## src/rtl/sqbl_pkg.sv

```systemverilog
// sqbl_pkg: shared types, codes and byte classification for the query lexer
// no dependencies; used by sqbl_step and search_query_byte_lexer
`default_nettype none

package sqbl_pkg;

    // result buffer sizing
    localparam int MAX_REC   = 4;
    localparam int REC_IDX_W = 2;
    localparam int REC_CNT_W = 3;

    // lexer mode
    typedef enum logic [2:0] {
        MODE_IDLE  = 3'd0,
        MODE_WORD  = 3'd1,
        MODE_STR   = 3'd2,
        MODE_QUOTE = 3'd3,
        MODE_SKIP  = 3'd4
    } lex_mode_t;

    // keyword prefix tracking
    localparam logic [2:0] KW_NONE = 3'd0;
    localparam logic [2:0] KW_AND  = 3'd1;
    localparam logic [2:0] KW_OR   = 3'd2;
    localparam logic [2:0] KW_NOT  = 3'd3;

    // record kinds
    localparam logic [1:0] KIND_TEXT  = 2'd0;
    localparam logic [1:0] KIND_DONE  = 2'd1;
    localparam logic [1:0] KIND_ERROR = 2'd2;

    // token types
    localparam logic [3:0] TOK_BARE   = 4'd0;
    localparam logic [3:0] TOK_STRING = 4'd1;
    localparam logic [3:0] TOK_AND    = 4'd2;
    localparam logic [3:0] TOK_OR     = 4'd3;
    localparam logic [3:0] TOK_NOT    = 4'd4;
    localparam logic [3:0] TOK_STAR   = 4'd5;
    localparam logic [3:0] TOK_PLUS   = 4'd6;
    localparam logic [3:0] TOK_COMMA  = 4'd7;
    localparam logic [3:0] TOK_COLON  = 4'd8;
    localparam logic [3:0] TOK_MINUS  = 4'd9;
    localparam logic [3:0] TOK_CARET  = 4'd10;
    localparam logic [3:0] TOK_LPAREN = 4'd11;
    localparam logic [3:0] TOK_RPAREN = 4'd12;
    localparam logic [3:0] TOK_LBRACE = 4'd13;
    localparam logic [3:0] TOK_RBRACE = 4'd14;
    localparam logic [3:0] TOK_END    = 4'd15;

    // error codes
    localparam logic [1:0] ERR_NONE     = 2'd0;
    localparam logic [1:0] ERR_UNCLOSED = 2'd1;
    localparam logic [1:0] ERR_QUOTING  = 2'd2;

    // special bytes
    localparam logic [7:0] BYTE_QUOTE = 8'h22;
    localparam logic [7:0] BYTE_SUB   = 8'h1A;
    localparam logic [7:0] BYTE_HIGH  = 8'h80;
    localparam logic [2:0] LEN_MAX    = 3'd7;

    typedef struct packed {
        lex_mode_t  mode;
        logic [2:0] kw;
        logic [2:0] len;
    } lex_state_t;

    typedef struct packed {
        logic [1:0] kind;
        logic [3:0] ttype;
        logic [7:0] text;
        logic [1:0] err;
        logic       done;
    } rec_t;

    function automatic logic is_space(input logic [7:0] b);
        return (b == 8'h20) || (b == 8'h09) || (b == 8'h0A) || (b == 8'h0D);
    endfunction

    function automatic logic is_word_byte(input logic [7:0] b);
        return ((b >= 8'h30) && (b <= 8'h39)) || ((b >= 8'h41) && (b <= 8'h5A)) ||
               ((b >= 8'h61) && (b <= 8'h7A)) || (b == 8'h5F) ||
               (b == BYTE_SUB) || (b >= BYTE_HIGH);
    endfunction

    // operator token type, TOK_BARE when not an operator
    function automatic logic [3:0] op_type(input logic [7:0] b);
        logic [3:0] t;
        case (b)
            8'h2A:   t = TOK_STAR;
            8'h2B:   t = TOK_PLUS;
            8'h2C:   t = TOK_COMMA;
            8'h3A:   t = TOK_COLON;
            8'h2D:   t = TOK_MINUS;
            8'h5E:   t = TOK_CARET;
            8'h28:   t = TOK_LPAREN;
            8'h29:   t = TOK_RPAREN;
            8'h7B:   t = TOK_LBRACE;
            8'h7D:   t = TOK_RBRACE;
            default: t = TOK_BARE;
        endcase
        return t;
    endfunction

    // add one byte to a bareword, tracking keyword prefix and length
    function automatic lex_state_t word_step(input lex_state_t st, input logic [7:0] b);
        lex_state_t ns;
        logic [7:0] want;
        logic       have;
        ns      = st;
        ns.mode = MODE_WORD;
        want    = 8'h00;
        have    = 1'b0;
        case (st.kw)
            KW_AND: begin
                have = (st.len == 3'd1) || (st.len == 3'd2);
                want = (st.len == 3'd1) ? 8'h4E : 8'h44;
            end
            KW_OR: begin
                have = (st.len == 3'd1);
                want = 8'h52;
            end
            KW_NOT: begin
                have = (st.len == 3'd1) || (st.len == 3'd2);
                want = (st.len == 3'd1) ? 8'h4F : 8'h54;
            end
            default: begin
                have = 1'b0;
                want = 8'h00;
            end
        endcase
        if (st.len == 3'd0) begin
            ns.kw = (b == 8'h41) ? KW_AND : (b == 8'h4F) ? KW_OR :
                    (b == 8'h4E) ? KW_NOT : KW_NONE;
        end else if (!(have && (b == want))) begin
            ns.kw = KW_NONE;
        end
        if (st.len != LEN_MAX) begin
            ns.len = st.len + 3'd1;
        end
        return ns;
    endfunction

    // token type of a completed bareword
    function automatic logic [3:0] word_type(input lex_state_t st);
        logic [3:0] t;
        t = TOK_BARE;
        if ((st.kw == KW_AND) && (st.len == 3'd3)) t = TOK_AND;
        if ((st.kw == KW_OR)  && (st.len == 3'd2)) t = TOK_OR;
        if ((st.kw == KW_NOT) && (st.len == 3'd3)) t = TOK_NOT;
        return t;
    endfunction

    function automatic rec_t make_rec(input logic [1:0] kind, input logic [3:0] ttype,
                                      input logic [7:0] text, input logic [1:0] err,
                                      input logic done);
        rec_t r;
        r.kind  = kind;
        r.ttype = ttype;
        r.text  = text;
        r.err   = err;
        r.done  = done;
        return r;
    endfunction

endpackage

`default_nettype wire

```

## src/rtl/sqbl_step.sv

```systemverilog
// sqbl_step: lexer step for one byte, next state and up to four result records
// depends on sqbl_pkg
`default_nettype none

module sqbl_step (
    input  wire sqbl_pkg::lex_state_t                   cur_state,
    input  wire logic [7:0]                             in_byte,
    input  wire logic                                   end_of_query,
    output sqbl_pkg::lex_state_t                        next_state,
    output sqbl_pkg::rec_t                              recs [sqbl_pkg::MAX_REC],
    output logic [sqbl_pkg::REC_CNT_W-1:0]              rec_cnt
);

    sqbl_pkg::lex_state_t zero_state;
    sqbl_pkg::lex_state_t fresh_state;
    sqbl_pkg::lex_state_t mid_state;
    sqbl_pkg::rec_t       rec_a, rec_b, rec_c, rec_d;
    logic                 va, vb, vc, vd;
    logic                 b_space, b_quote, b_word, fresh_path;
    logic [3:0]           b_op;

    // byte classification
    assign b_space = sqbl_pkg::is_space(in_byte);
    assign b_quote = (in_byte == sqbl_pkg::BYTE_QUOTE);
    assign b_word  = sqbl_pkg::is_word_byte(in_byte);
    assign b_op    = sqbl_pkg::op_type(in_byte);

    assign zero_state = '{mode: sqbl_pkg::MODE_IDLE, kw: sqbl_pkg::KW_NONE, len: 3'd0};

    // byte lexed from idle, also after a token is closed by it
    assign fresh_path = (cur_state.mode == sqbl_pkg::MODE_IDLE) ||
                        ((cur_state.mode == sqbl_pkg::MODE_WORD) && !b_word) ||
                        ((cur_state.mode == sqbl_pkg::MODE_QUOTE) && !b_quote);

    // state reached by a fresh byte
    always_comb begin
        fresh_state = zero_state;
        if (b_space) begin
            fresh_state = zero_state;
        end else if (b_quote) begin
            fresh_state.mode = sqbl_pkg::MODE_STR;
        end else if (b_word) begin
            fresh_state = sqbl_pkg::word_step(zero_state, in_byte);
        end else if (b_op != sqbl_pkg::TOK_BARE) begin
            fresh_state = zero_state;
        end else begin
            fresh_state.mode = sqbl_pkg::MODE_SKIP;
        end
    end

    // next state
    always_comb begin
        mid_state = cur_state;
        case (cur_state.mode)
            sqbl_pkg::MODE_IDLE: begin
                mid_state = fresh_state;
            end
            sqbl_pkg::MODE_WORD: begin
                mid_state = b_word ? sqbl_pkg::word_step(cur_state, in_byte) : fresh_state;
            end
            sqbl_pkg::MODE_STR: begin
                mid_state.mode = b_quote ? sqbl_pkg::MODE_QUOTE : sqbl_pkg::MODE_STR;
            end
            sqbl_pkg::MODE_QUOTE: begin
                if (b_quote) begin
                    mid_state.mode = sqbl_pkg::MODE_STR;
                end else begin
                    mid_state = fresh_state;
                end
            end
            default: begin
                mid_state.mode = sqbl_pkg::MODE_SKIP;
            end
        endcase
        next_state = end_of_query ? zero_state : mid_state;
    end

    // result records in emission order
    always_comb begin
        va    = 1'b0;
        vb    = 1'b0;
        vc    = 1'b0;
        vd    = 1'b0;
        rec_a = '0;
        rec_b = '0;
        rec_c = '0;
        rec_d = '0;

        // close of the token that this byte ends
        if ((cur_state.mode == sqbl_pkg::MODE_WORD) && !b_word) begin
            va    = 1'b1;
            rec_a = sqbl_pkg::make_rec(sqbl_pkg::KIND_DONE, sqbl_pkg::word_type(cur_state),
                                       8'h00, sqbl_pkg::ERR_NONE, 1'b0);
        end else if ((cur_state.mode == sqbl_pkg::MODE_QUOTE) && !b_quote) begin
            va    = 1'b1;
            rec_a = sqbl_pkg::make_rec(sqbl_pkg::KIND_DONE, sqbl_pkg::TOK_STRING,
                                       8'h00, sqbl_pkg::ERR_NONE, 1'b0);
        end

        // record of the byte itself
        if (fresh_path) begin
            if (b_space || b_quote) begin
                vb = 1'b0;
            end else if (b_word) begin
                vb    = 1'b1;
                rec_b = sqbl_pkg::make_rec(sqbl_pkg::KIND_TEXT, sqbl_pkg::TOK_BARE,
                                           in_byte, sqbl_pkg::ERR_NONE, 1'b0);
            end else if (b_op != sqbl_pkg::TOK_BARE) begin
                vb    = 1'b1;
                rec_b = sqbl_pkg::make_rec(sqbl_pkg::KIND_DONE, b_op,
                                           8'h00, sqbl_pkg::ERR_NONE, 1'b0);
            end else begin
                vb    = 1'b1;
                rec_b = sqbl_pkg::make_rec(sqbl_pkg::KIND_ERROR, sqbl_pkg::TOK_BARE,
                                           8'h00, sqbl_pkg::ERR_QUOTING, 1'b1);
            end
        end else if (cur_state.mode == sqbl_pkg::MODE_WORD) begin
            vb    = 1'b1;
            rec_b = sqbl_pkg::make_rec(sqbl_pkg::KIND_TEXT, sqbl_pkg::TOK_BARE,
                                       in_byte, sqbl_pkg::ERR_NONE, 1'b0);
        end else if ((cur_state.mode == sqbl_pkg::MODE_STR) && !b_quote) begin
            vb    = 1'b1;
            rec_b = sqbl_pkg::make_rec(sqbl_pkg::KIND_TEXT, sqbl_pkg::TOK_STRING,
                                       in_byte, sqbl_pkg::ERR_NONE, 1'b0);
        end else if (cur_state.mode == sqbl_pkg::MODE_QUOTE) begin
            vb    = 1'b1;
            rec_b = sqbl_pkg::make_rec(sqbl_pkg::KIND_TEXT, sqbl_pkg::TOK_STRING,
                                       sqbl_pkg::BYTE_QUOTE, sqbl_pkg::ERR_NONE, 1'b0);
        end

        // end of query outside skip mode: close open token, then end token or unclosed error
        if (end_of_query && (cur_state.mode != sqbl_pkg::MODE_SKIP) &&
            (mid_state.mode != sqbl_pkg::MODE_SKIP)) begin
            vd = 1'b1;
            if (mid_state.mode == sqbl_pkg::MODE_STR) begin
                rec_d = sqbl_pkg::make_rec(sqbl_pkg::KIND_ERROR, sqbl_pkg::TOK_BARE,
                                           8'h00, sqbl_pkg::ERR_UNCLOSED, 1'b1);
            end else begin
                if (mid_state.mode == sqbl_pkg::MODE_WORD) begin
                    vc    = 1'b1;
                    rec_c = sqbl_pkg::make_rec(sqbl_pkg::KIND_DONE,
                                               sqbl_pkg::word_type(mid_state),
                                               8'h00, sqbl_pkg::ERR_NONE, 1'b0);
                end else if (mid_state.mode == sqbl_pkg::MODE_QUOTE) begin
                    vc    = 1'b1;
                    rec_c = sqbl_pkg::make_rec(sqbl_pkg::KIND_DONE, sqbl_pkg::TOK_STRING,
                                               8'h00, sqbl_pkg::ERR_NONE, 1'b0);
                end
                rec_d = sqbl_pkg::make_rec(sqbl_pkg::KIND_DONE, sqbl_pkg::TOK_END,
                                           8'h00, sqbl_pkg::ERR_NONE, 1'b1);
            end
        end
    end

    // pack valid records to the front
    always_comb begin
        logic [sqbl_pkg::REC_CNT_W-1:0] n;
        n = '0;
        for (int i = 0; i < sqbl_pkg::MAX_REC; i++) begin
            recs[i] = '0;
        end
        if (va) begin
            recs[n[sqbl_pkg::REC_IDX_W-1:0]] = rec_a;
            n = n + 3'd1;
        end
        if (vb) begin
            recs[n[sqbl_pkg::REC_IDX_W-1:0]] = rec_b;
            n = n + 3'd1;
        end
        if (vc) begin
            recs[n[sqbl_pkg::REC_IDX_W-1:0]] = rec_c;
            n = n + 3'd1;
        end
        if (vd) begin
            recs[n[sqbl_pkg::REC_IDX_W-1:0]] = rec_d;
            n = n + 3'd1;
        end
        rec_cnt = n;
    end

endmodule

`default_nettype wire

```

## src/rtl/search_query_byte_lexer.sv

```systemverilog
// search_query_byte_lexer: streaming query tokenizer, one byte per item
// latency: the first record of an item is valid the cycle after it is accepted
// throughput: one item per cycle while m_ready is high and each item gives at most one
//   record; an item that gives more (up to four) holds the buffer until all are read
// reset: aresetn synchronous active low, lexer idle and result buffer empty
// depends on sqbl_pkg and sqbl_step
`default_nettype none

module search_query_byte_lexer (
    input  wire logic       aclk,
    input  wire logic       aresetn,
    input  wire logic       s_valid,
    output logic            s_ready,
    input  wire logic [7:0] s_in_byte,
    input  wire logic       s_end_of_query,
    output logic            m_valid,
    input  wire logic       m_ready,
    output logic [1:0]      m_record_kind,
    output logic [3:0]      m_token_type,
    output logic [7:0]      m_text_byte,
    output logic [1:0]      m_error_code,
    output logic            m_run_last,
    output logic            m_query_done
);

    sqbl_pkg::lex_state_t                 state_reg;
    sqbl_pkg::lex_state_t                 state_next;
    sqbl_pkg::rec_t                       rec_reg [sqbl_pkg::MAX_REC];
    sqbl_pkg::rec_t                       rec_next [sqbl_pkg::MAX_REC];
    sqbl_pkg::rec_t                       cur_rec;
    logic [sqbl_pkg::REC_CNT_W-1:0]       cnt_reg;
    logic [sqbl_pkg::REC_CNT_W-1:0]       cnt_next;
    logic [sqbl_pkg::REC_IDX_W-1:0]       rd_reg;
    logic                                 in_take, out_take, last_rec;

    // one byte through the lexer
    sqbl_step u_step (
        .cur_state    (state_reg),
        .in_byte      (s_in_byte),
        .end_of_query (s_end_of_query),
        .next_state   (state_next),
        .recs         (rec_next),
        .rec_cnt      (cnt_next)
    );

    // handshakes: take a new item when the buffer is empty or empties this cycle
    assign m_valid  = (cnt_reg != '0);
    assign last_rec = ({1'b0, rd_reg} == (cnt_reg - 3'd1));
    assign out_take = m_valid && m_ready;
    assign s_ready  = !m_valid || (out_take && last_rec);
    assign in_take  = s_valid && s_ready;

    // lexer state and buffer control
    always_ff @(posedge aclk) begin
        if (!aresetn) begin
            state_reg <= '{mode: sqbl_pkg::MODE_IDLE, kw: sqbl_pkg::KW_NONE, len: 3'd0};
            cnt_reg   <= '0;
            rd_reg    <= '0;
        end else if (in_take) begin
            state_reg <= state_next;
            cnt_reg   <= cnt_next;
            rd_reg    <= '0;
        end else if (out_take) begin
            if (last_rec) begin
                cnt_reg <= '0;
                rd_reg  <= '0;
            end else begin
                rd_reg <= rd_reg + 2'd1;
            end
        end
    end

    // record payload
    always_ff @(posedge aclk) begin
        if (in_take) begin
            for (int i = 0; i < sqbl_pkg::MAX_REC; i++) begin
                rec_reg[i] <= rec_next[i];
            end
        end
    end

    // output record
    assign cur_rec       = rec_reg[rd_reg];
    assign m_record_kind = cur_rec.kind;
    assign m_token_type  = cur_rec.ttype;
    assign m_text_byte   = cur_rec.text;
    assign m_error_code  = cur_rec.err;
    assign m_query_done  = cur_rec.done;
    assign m_run_last    = last_rec;

endmodule

`default_nettype wire

```

## config.mk

```make
export PLATFORM = sky130hd
export DESIGN_NAME = search_query_byte_lexer
export DESIGN_NICKNAME = d
export VERILOG_FILES = /design/src/rtl/sqbl_pkg.sv /design/src/rtl/sqbl_step.sv /design/src/rtl/search_query_byte_lexer.sv
export SDC_FILE = /design/constraint.sdc
export NUM_CORES = 1
export LEC_CHECK = 0
export ABC_AREA = 1
export BUFFER_PORTS_ARGS = -buffer_cell sky130_fd_sc_hd__buf_4
export CAP_MARGIN = 20
export CORE_MARGIN = 10
export CORE_UTILIZATION = 35
export CTS_BUF_LIST = sky130_fd_sc_hd__clkbuf_2
export CTS_CLUSTER_SIZE = 30
export DETAILED_ROUTE_END_ITERATION = 10
export PLACE_DENSITY = 0.55
export RECOVER_POWER = 50
export SYNTH_ARGS = -nofsm -noshare
export SYNTH_HDL_FRONTEND = slang
export SYNTH_SLANG_ARGS = --single-unit
```

## constraint.sdc

```tcl
create_clock -name aclk -period 8.6 [get_ports aclk]
set_input_delay 0 -clock aclk [delete_from_list [all_inputs] [get_ports aclk]]
set_output_delay 0 -clock aclk [all_outputs]
set_load 0.1 [all_outputs]
```

Yosys cells after proc, flatten, opt, wreduce, memory -nomap -nowiden
Memories as Yosys holds them, arrays and structs flattened. A register that Yosys moved wholly into a read port is not among the register bits.
Index checks and enable logic that the tools add are counted.
{"block": "word_totals", "regBits": 14, "out_inout_bits": 20, "inputBits": 13, "memories": 1, "mem_bits_rw": 68}
{"memory": "rec_reg", "words": 4, "word_bits": 17, "read_ports": 1, "rd_clocked_by_memory_dff": 1, "write_ports": 4, "line_no": "search_query_byte_lexer.sv:28", "source": "sqbl_pkg::rec_t rec_reg [sqbl_pkg::MAX_REC];"}
{"block": "classes", "n_eq_ne": 42, "add_sub_neg": 6, "mux": 83, "reduce_logical": 46, "magnitude_cmp": 13, "n_bitwise": 4}
{"cell": "2-to-1 mux 17 bit", "count": 15}
{"cell": "bitwise mux 68 bit", "count": 3}
{"cell": "2-to-1 mux 68 bit", "count": 3}
{"cell": "demux 17 bit (select 2 bit)", "count": 3}
{"cell": "equality test 8 x 6 -> 1 bit, second input constant", "count": 9}
{"cell": "equality test 8 x 7 -> 1 bit, second input constant", "count": 7}
{"cell": "2-to-1 mux 16 bit", "count": 3}
{"cell": "2-to-1 mux 3 bit", "count": 15}
{"cell": "one-hot mux 4 bit (10 select lines)", "count": 1}
{"cell": "equality test 3 x 2 -> 1 bit, second input constant", "count": 12}
{"cell": "2-to-1 mux 9 bit", "count": 4}
{"cell": "equality test 8 x 4 -> 1 bit, second input constant", "count": 3}
{"cell": "one-hot mux 8 bit (3 select lines)", "count": 1}
{"cell": "logical AND 1 bit", "count": 21}
{"cell": "one-hot mux 6 bit (3 select lines)", "count": 1}
{"cell": "2-to-1 mux 1 bit", "count": 17}
{"cell": "greater-or-equal comparator 8 x 7 -> 1 bit, second input constant", "count": 2}
{"cell": "<= comparator 8 x 7 -> 1 bit, second input constant", "count": 2}
{"cell": "equality test 3 x 1 -> 1 bit, second input constant", "count": 5}
{"cell": "2-to-1 mux 2 bit", "count": 7}
{"cell": "logical OR 1 bit", "count": 13}
{"cell": "2-to-1 mux 12 bit", "count": 1}
{"cell": "2-to-1 mux 4 bit", "count": 3}
{"cell": "2-to-1 mux 6 bit", "count": 2}
{"cell": "other kinds (27)", "count": 41}

Logic depth before layout (Yosys ltp)
{"block": "depth", "ltp_word": 25, "mapped_depth": 26, "ltp_nobuf": 25}

Modules after synthesis
Synthesis repeated with hierarchy kept, for this count alone.
{"block": "hier_totals", "hier_cells": 715, "area_unflattened_um2": 5636.7}
{"module": "search_query_byte_lexer", "cells_each": 271, "instances": 1, "area_each_um2": 3280.6}
{"module": "sqbl_step", "cells_each": 444, "instances": 1, "area_each_um2": 2356.0}

Worst setup path after synthesis
Ideal clock, no wire load.
{"block": "synth_path", "path_type": "reg2reg", "start": "reg cnt_reg[0] (netlist bit)", "end": "reg state_reg[2] (netlist bit)", "path_stages_with_launch": 11, "arrival_ns": 5.073, "period_less_slack_ns": 5.155, "setup_slack_ns": 3.445, "setup_ns": 0.082, "required_ns": 8.518, "path_cell_list": "dfxtp_1 inv_1 ha_1 xnor2_1 nor2_1 nand2_1 nand2_1 nand2_1 inv_1 nand3_1 o22ai_1"}
{"block": "synth_between", "elab_chain_cells": 5}
{"item": "start, declared", "line_no": "search_query_byte_lexer.sv:31", "source": "logic [sqbl_pkg::REC_CNT_W-1:0] cnt_reg;"}
{"item": "start signal, assigned", "line_no": "search_query_byte_lexer.sv:61", "source": "cnt_reg <= cnt_next;"}
{"item": "subtractor 3 x 1 -> 3 bit", "line_no": "search_query_byte_lexer.sv:48", "source": "assign last_rec = ({1'b0, rd_reg} == (cnt_reg - 3'd1));"}
{"item": "equality test 2 x 3 -> 1 bit", "line_no": "search_query_byte_lexer.sv:48"}
{"item": "named net m_run_last", "line_no": "search_query_byte_lexer.sv:22", "source": "output logic m_run_last,"}
{"item": "logical AND 1 bit", "line_no": "search_query_byte_lexer.sv:50", "source": "assign s_ready = !m_valid || (out_take && last_rec);"}
{"item": "logical OR 1 bit", "line_no": "search_query_byte_lexer.sv:50"}
{"item": "named net s_ready", "line_no": "search_query_byte_lexer.sv:13", "source": "output logic s_ready,"}
{"item": "logical AND 1 bit", "line_no": "search_query_byte_lexer.sv:51", "source": "assign in_take = s_valid && s_ready;"}
{"item": "named net in_take", "line_no": "search_query_byte_lexer.sv:34", "source": "logic in_take, out_take, last_rec;"}
{"item": "end signal, assigned", "line_no": "search_query_byte_lexer.sv:56", "source": "state_reg <= '{mode: sqbl_pkg::MODE_IDLE, kw: sqbl_pkg::KW_NONE, len: 3'd0};"}
{"item": "end signal, assigned", "line_no": "search_query_byte_lexer.sv:60", "source": "state_reg <= state_next;"}
{"item": "end, declared", "line_no": "search_query_byte_lexer.sv:26", "source": "sqbl_pkg::lex_state_t state_reg;"}
The timed path passes the listed nets, and every way through them passes these cells.
A chain may end at the register's enable or synchronous reset.

Worst setup path in the final report
{"block": "layout_path", "start": "reg cnt_reg[0] (netlist bit)", "end": "reg state_reg[7] (netlist bit)"}
{"block": "layout_between", "elab_chain_cells": 5}
{"item": "subtractor 3 x 1 -> 3 bit / nonzero test 3 bit (equally long branches)", "line_no": "search_query_byte_lexer.sv:48, search_query_byte_lexer.sv:47"}
{"item": "equality test 2 x 3 -> 1 bit / logical AND 1 bit (equally long branches)", "line_no": "search_query_byte_lexer.sv:48, search_query_byte_lexer.sv:49"}
{"item": "logical AND 1 bit", "line_no": "search_query_byte_lexer.sv:50"}
{"item": "logical OR 1 bit (*)", "line_no": "search_query_byte_lexer.sv:50"}
{"item": "logical AND 1 bit (*)", "line_no": "search_query_byte_lexer.sv:51"}
{"item": "named net in_take", "line_no": "search_query_byte_lexer.sv:34"}
Mark *: on every way through the listed nets, which the timed path passes. The rest lies on a longest branch.

==> out/qor.txt <==
number of H-tree levels - 3
antenna violations before repair - 0
most used routing layer in global routing - met2
GR Util met3 - 3.201%
Mean Syn Cell Area - 7.469 µm²
prevailing post-synth register cell - sky130_fd_sc_hd__edfxtp_1
global placer's final weighted congestion - 0.9430
detailed placement HPWL - 8.781 mm
Total Routed Length - 11.40 mm
Worst Setup Path Type - reg -> reg
Resize count post-CTS - 0
critical path's largest stage delay - 1.88 ns
TritonCTS clock tree - yes
startpoint of the most critical register-to-register path - cnt_reg[0]$_SDFFE_PN0P_
worst hold margin - 0.02543 ns
source-to-sink clock delay at the later pin of the worst-skew pair - 0.55 ns
vias per inst - 4.876
buffer cell driving the clock tree root - sky130_fd_sc_hd__clkbuf_2
post-route minimum period - 4.555 ns
layout overhead on the synthesized area - 13.50%
Longest Clk Path Bufs - 2
critical-path cell list - inv_1 -> ha_1 -> xnor2_1 -> nor2_1 -> nand2_1 -> nand2_1 -> nand2_1 -> clkinv_1 -> clkbuf_1 -> nand3_1 -> o22ai_1
Worst R2R Setup Slack - 4.04 ns
die width - 132.0 µm
Area contributors post-synth - sky130_fd_sc_hd__edfxtp_1 33%, sky130_fd_sc_hd__nand2_1 12%, sky130_fd_sc_hd__nor2_1 7.6%
number of flip-flops and latches in the synthesized netlist - 64
fraction of post-synthesis cell area in the top cell type by area - 32.82%
Cells after Synth - 588
DR WL/cell - 14.12 µm
Critical Path Fanout Max - 52
arrival time at the worst endpoint - 5.02 ns
largest vdd supply drop - 73.43 µV
DRC violation total after the first TritonRoute iteration - 297
core region area - 12160 µm²
Final setup violation count - 0
Reg clk slew, reported paths - 0.17 ns
RSZ-0062 raised after global routing - false
slew at the pin closest to its max-slew limit - 2.667 ns
Post-layout nets - 661
capturing point of the worst reg2reg path - state_reg[7]$_SDFFE_PN0P_
end of the worst hold path - rec_reg[0][8]$_DFFE_PP_
fraction of final layout cells sized beyond drive strength 1 - 13.93%
Static Leak - 0.002193 µW
Crit path top cell by count - sky130_fd_sc_hd__nand2_1
Synthesis Warnings - 0
Setup crit end kind - flop
die boundary height - 132.0 µm
post-synth net total - 614
via count of the first global-routing pass - 3840
met2 usage - 20.48%
Placed Cells incl. Taps - 780
maximum capacitance violations - 1
master of the slowest instance on the critical path - sky130_fd_sc_hd__clkbuf_1
number of fill cells - 1300
Total Die Area - 17430 µm²
largest net degree at the start of global routing - 53
max reg flops - 48
hold-critical path depth - 3
routed vias - 3935
global-route wire length before repair - 19.28 mm
PD cells - 198.8 nW/µm²
launch point of the worst hold path - s_in_byte[5]
starting density of the core - 36.11%
total routing usage reported by global routing - 13.35%
failing checks - capacitance limit, slew limit
overall overflow remaining after global route - 0
clock skew - 0.02847 ns
count of cell types in the netlist - 44
number of standard cells in the layout, taps in and fillers out - 807
number of port buffers - 32
number of synthesized flops with an enable pin - 48
Setup Total Neg Slack - 0 ns
library cell occupying the most area in the post-synthesis netlist - sky130_fd_sc_hd__edfxtp_1
data required time at the worst endpoint - 9.06 ns
number of clock sinks seen by CTS - 64
Max Fclk - 219.5 MHz
FF-to-FF path depth - 11
part of the Yosys area used for sequential elements - 40.11%
number of iterations in the first detailed-routing pass - 5
post-route DRC violation count - 0
final-report hold violation count - 0
Slew headroom - -77.83%
met1 Track Usage GR - 17.40%
number of hold buffers added after cts - 12
final number of max-transition violations - 53
buffers inserted during post-CTS setup optimization - 0
I/O Pins - 33
category of the worst setup path launch point - flop
netlist area before placement - 4392 µm²
Row Count - 40
Antenna Cells - 0
number of antenna-violating nets in the routed design - 0
result of the run - finished, violations left
type of the tightest min-delay check - in -> reg
final clock period utilization by the worst path - 52.97%
async set-or-reset flop fraction in the synthesized netlist - 0%
TritonCTS buffer count - 9
==> through the flow <==
step,total power (µW),worst slack (ns),cell area [µm²],util [%]
6_report,990.8,4.045,4985,40.99
5_1_grt,1047,3.390,4985,40.99
4_1_cts,1016,5.402,5072,41.71
3_5_place_dp,774.0,5.442,4800,39.47
3_3_place_gp,771.3,5.504,4800,39.47
2_1_floorplan,691.7,3.445,4392,-
==> per-layer routing <==
layer / vias to the layer above / share of wire [%]
met5: - / 0
met4: 0 / 2.2
met3: 17 / 4.9
met2: 87 / 45
met1: 1802 / 48
li1: 2029 / -
==> how the worst max path moves through the flow <==
stage	startpoint	end	slack, ns	depth (start not counted)
global route	cnt_reg[0]$_SDFFE_PN0P_	state_reg[2]$_SDFFE_PN0P_	3.39	12
floorplan	cnt_reg[0]$_SDFFE_PN0P_	state_reg[2]$_SDFFE_PN0P_	3.45	10
global placement	state_reg[8]$_SDFFE_PN0P_	rec_reg[0][13]$_DFFE_PP_	5.50	16
CTS	state_reg[8]$_SDFFE_PN0P_	cnt_reg[2]$_SDFFE_PN0P_	5.40	20
finish	cnt_reg[0]$_SDFFE_PN0P_	state_reg[7]$_SDFFE_PN0P_	4.04	11
detailed placement	state_reg[8]$_SDFFE_PN0P_	cnt_reg[2]$_SDFFE_PN0P_	5.44	20
==> layout make-up <==
class | instances | area [µm²] | area share (%)
repair buffers | 46 | 296.5 | 5.949
clock buffers | 9 | 45.04 | 0.9036
multi-input cells | 433 | 2251 | 45.16
well taps | 168 | 210.2 | 4.217
flip-flops and latches | 64 | 1762 | 35.34
inverters | 81 | 312.8 | 6.275
clock inverters | 6 | 107.6 | 2.159
==> cells in the mapped netlist (2+ instances only) <==
master                       n
sky130_fd_sc_hd__nand3_2     3
sky130_fd_sc_hd__nor2_1     89
sky130_fd_sc_hd__edfxtp_1   48
sky130_fd_sc_hd__nor2_4      2
sky130_fd_sc_hd__o21ai_1     9
sky130_fd_sc_hd__o21ai_0    43
sky130_fd_sc_hd__inv_2      11
sky130_fd_sc_hd__nand2_1   135
sky130_fd_sc_hd__nand4_1     3
sky130_fd_sc_hd__dfxtp_1    16
sky130_fd_sc_hd__nor3_2      9
sky130_fd_sc_hd__o22ai_1    14
sky130_fd_sc_hd__nor3_1      7
sky130_fd_sc_hd__ha_1       13
sky130_fd_sc_hd__o21ai_2     2
sky130_fd_sc_hd__clkbuf_1    4
sky130_fd_sc_hd__buf_4       3
sky130_fd_sc_hd__nand3_1    40
sky130_fd_sc_hd__inv_1      66
sky130_fd_sc_hd__inv_4       3
sky130_fd_sc_hd__a31oi_1     3
sky130_fd_sc_hd__or2_2       2
sky130_fd_sc_hd__nor2_2     10
sky130_fd_sc_hd__nand3_4     2
sky130_fd_sc_hd__nand2_2    10
sky130_fd_sc_hd__a21oi_1    15
sky130_fd_sc_hd__nand2_4     5
sky130_fd_sc_hd__xnor2_1     3
sky130_fd_sc_hd__nand3b_1    2
sky130_fd_sc_hd__xor2_1      2
==> worst max-delay path, delay by kind of cell, from the launching register on <==
family / cells / cell delay [ns]
AO/OA/AOI/OAI: 1 / 0.37
XOR/XNOR: 1 / 0.13
adder cells (fa/ha/maj): 1 / 0.31
buffers and inverters: 3 / 2.03
flip-flops: 1 / 0.41
AND/OR/NAND/NOR: 5 / 1.24
==> layout by cell type (no fill, tap or decap), drive strengths merged, types with 16 or more instances in the layout <==
cell type  Yosys  final
nor2         101    101
nor3          16     16
nand2        150    150
o21ai         54     54
dfxtp         16     16
edfxtp        48     48
clkbuf         4     30
a21oi         17     17
inv           80     80
nand3         45     45
==> cells by family (layout without fill, tap and decap cells) <==
| kind of cell | Yosys count | after routing | synth area share (%) |
|---|---|---|---|
| simple gates | 321 | 321 | 34.50 |
| buf+inv | 91 | 142 | 8.433 |
| mux | 1 | 1 | 0.2279 |
| flops | 64 | 64 | 40.11 |
| fa+ha+maj | 13 | 13 | 3.704 |
| compound gates | 93 | 93 | 12.02 |
| xor+xnor | 5 | 5 | 0.9973 |
==> where the power goes <==
group	internal (µW)	total [µW]	leakage, µW	switching [µW]
clock	124	238	0.0000898	115
combinational	65.3	358	0.00150	293
sequential	383	394	0.000608	11.3
total	572	991	0.00219	419
Note: power is estimated with default switching activity, not from simulation.
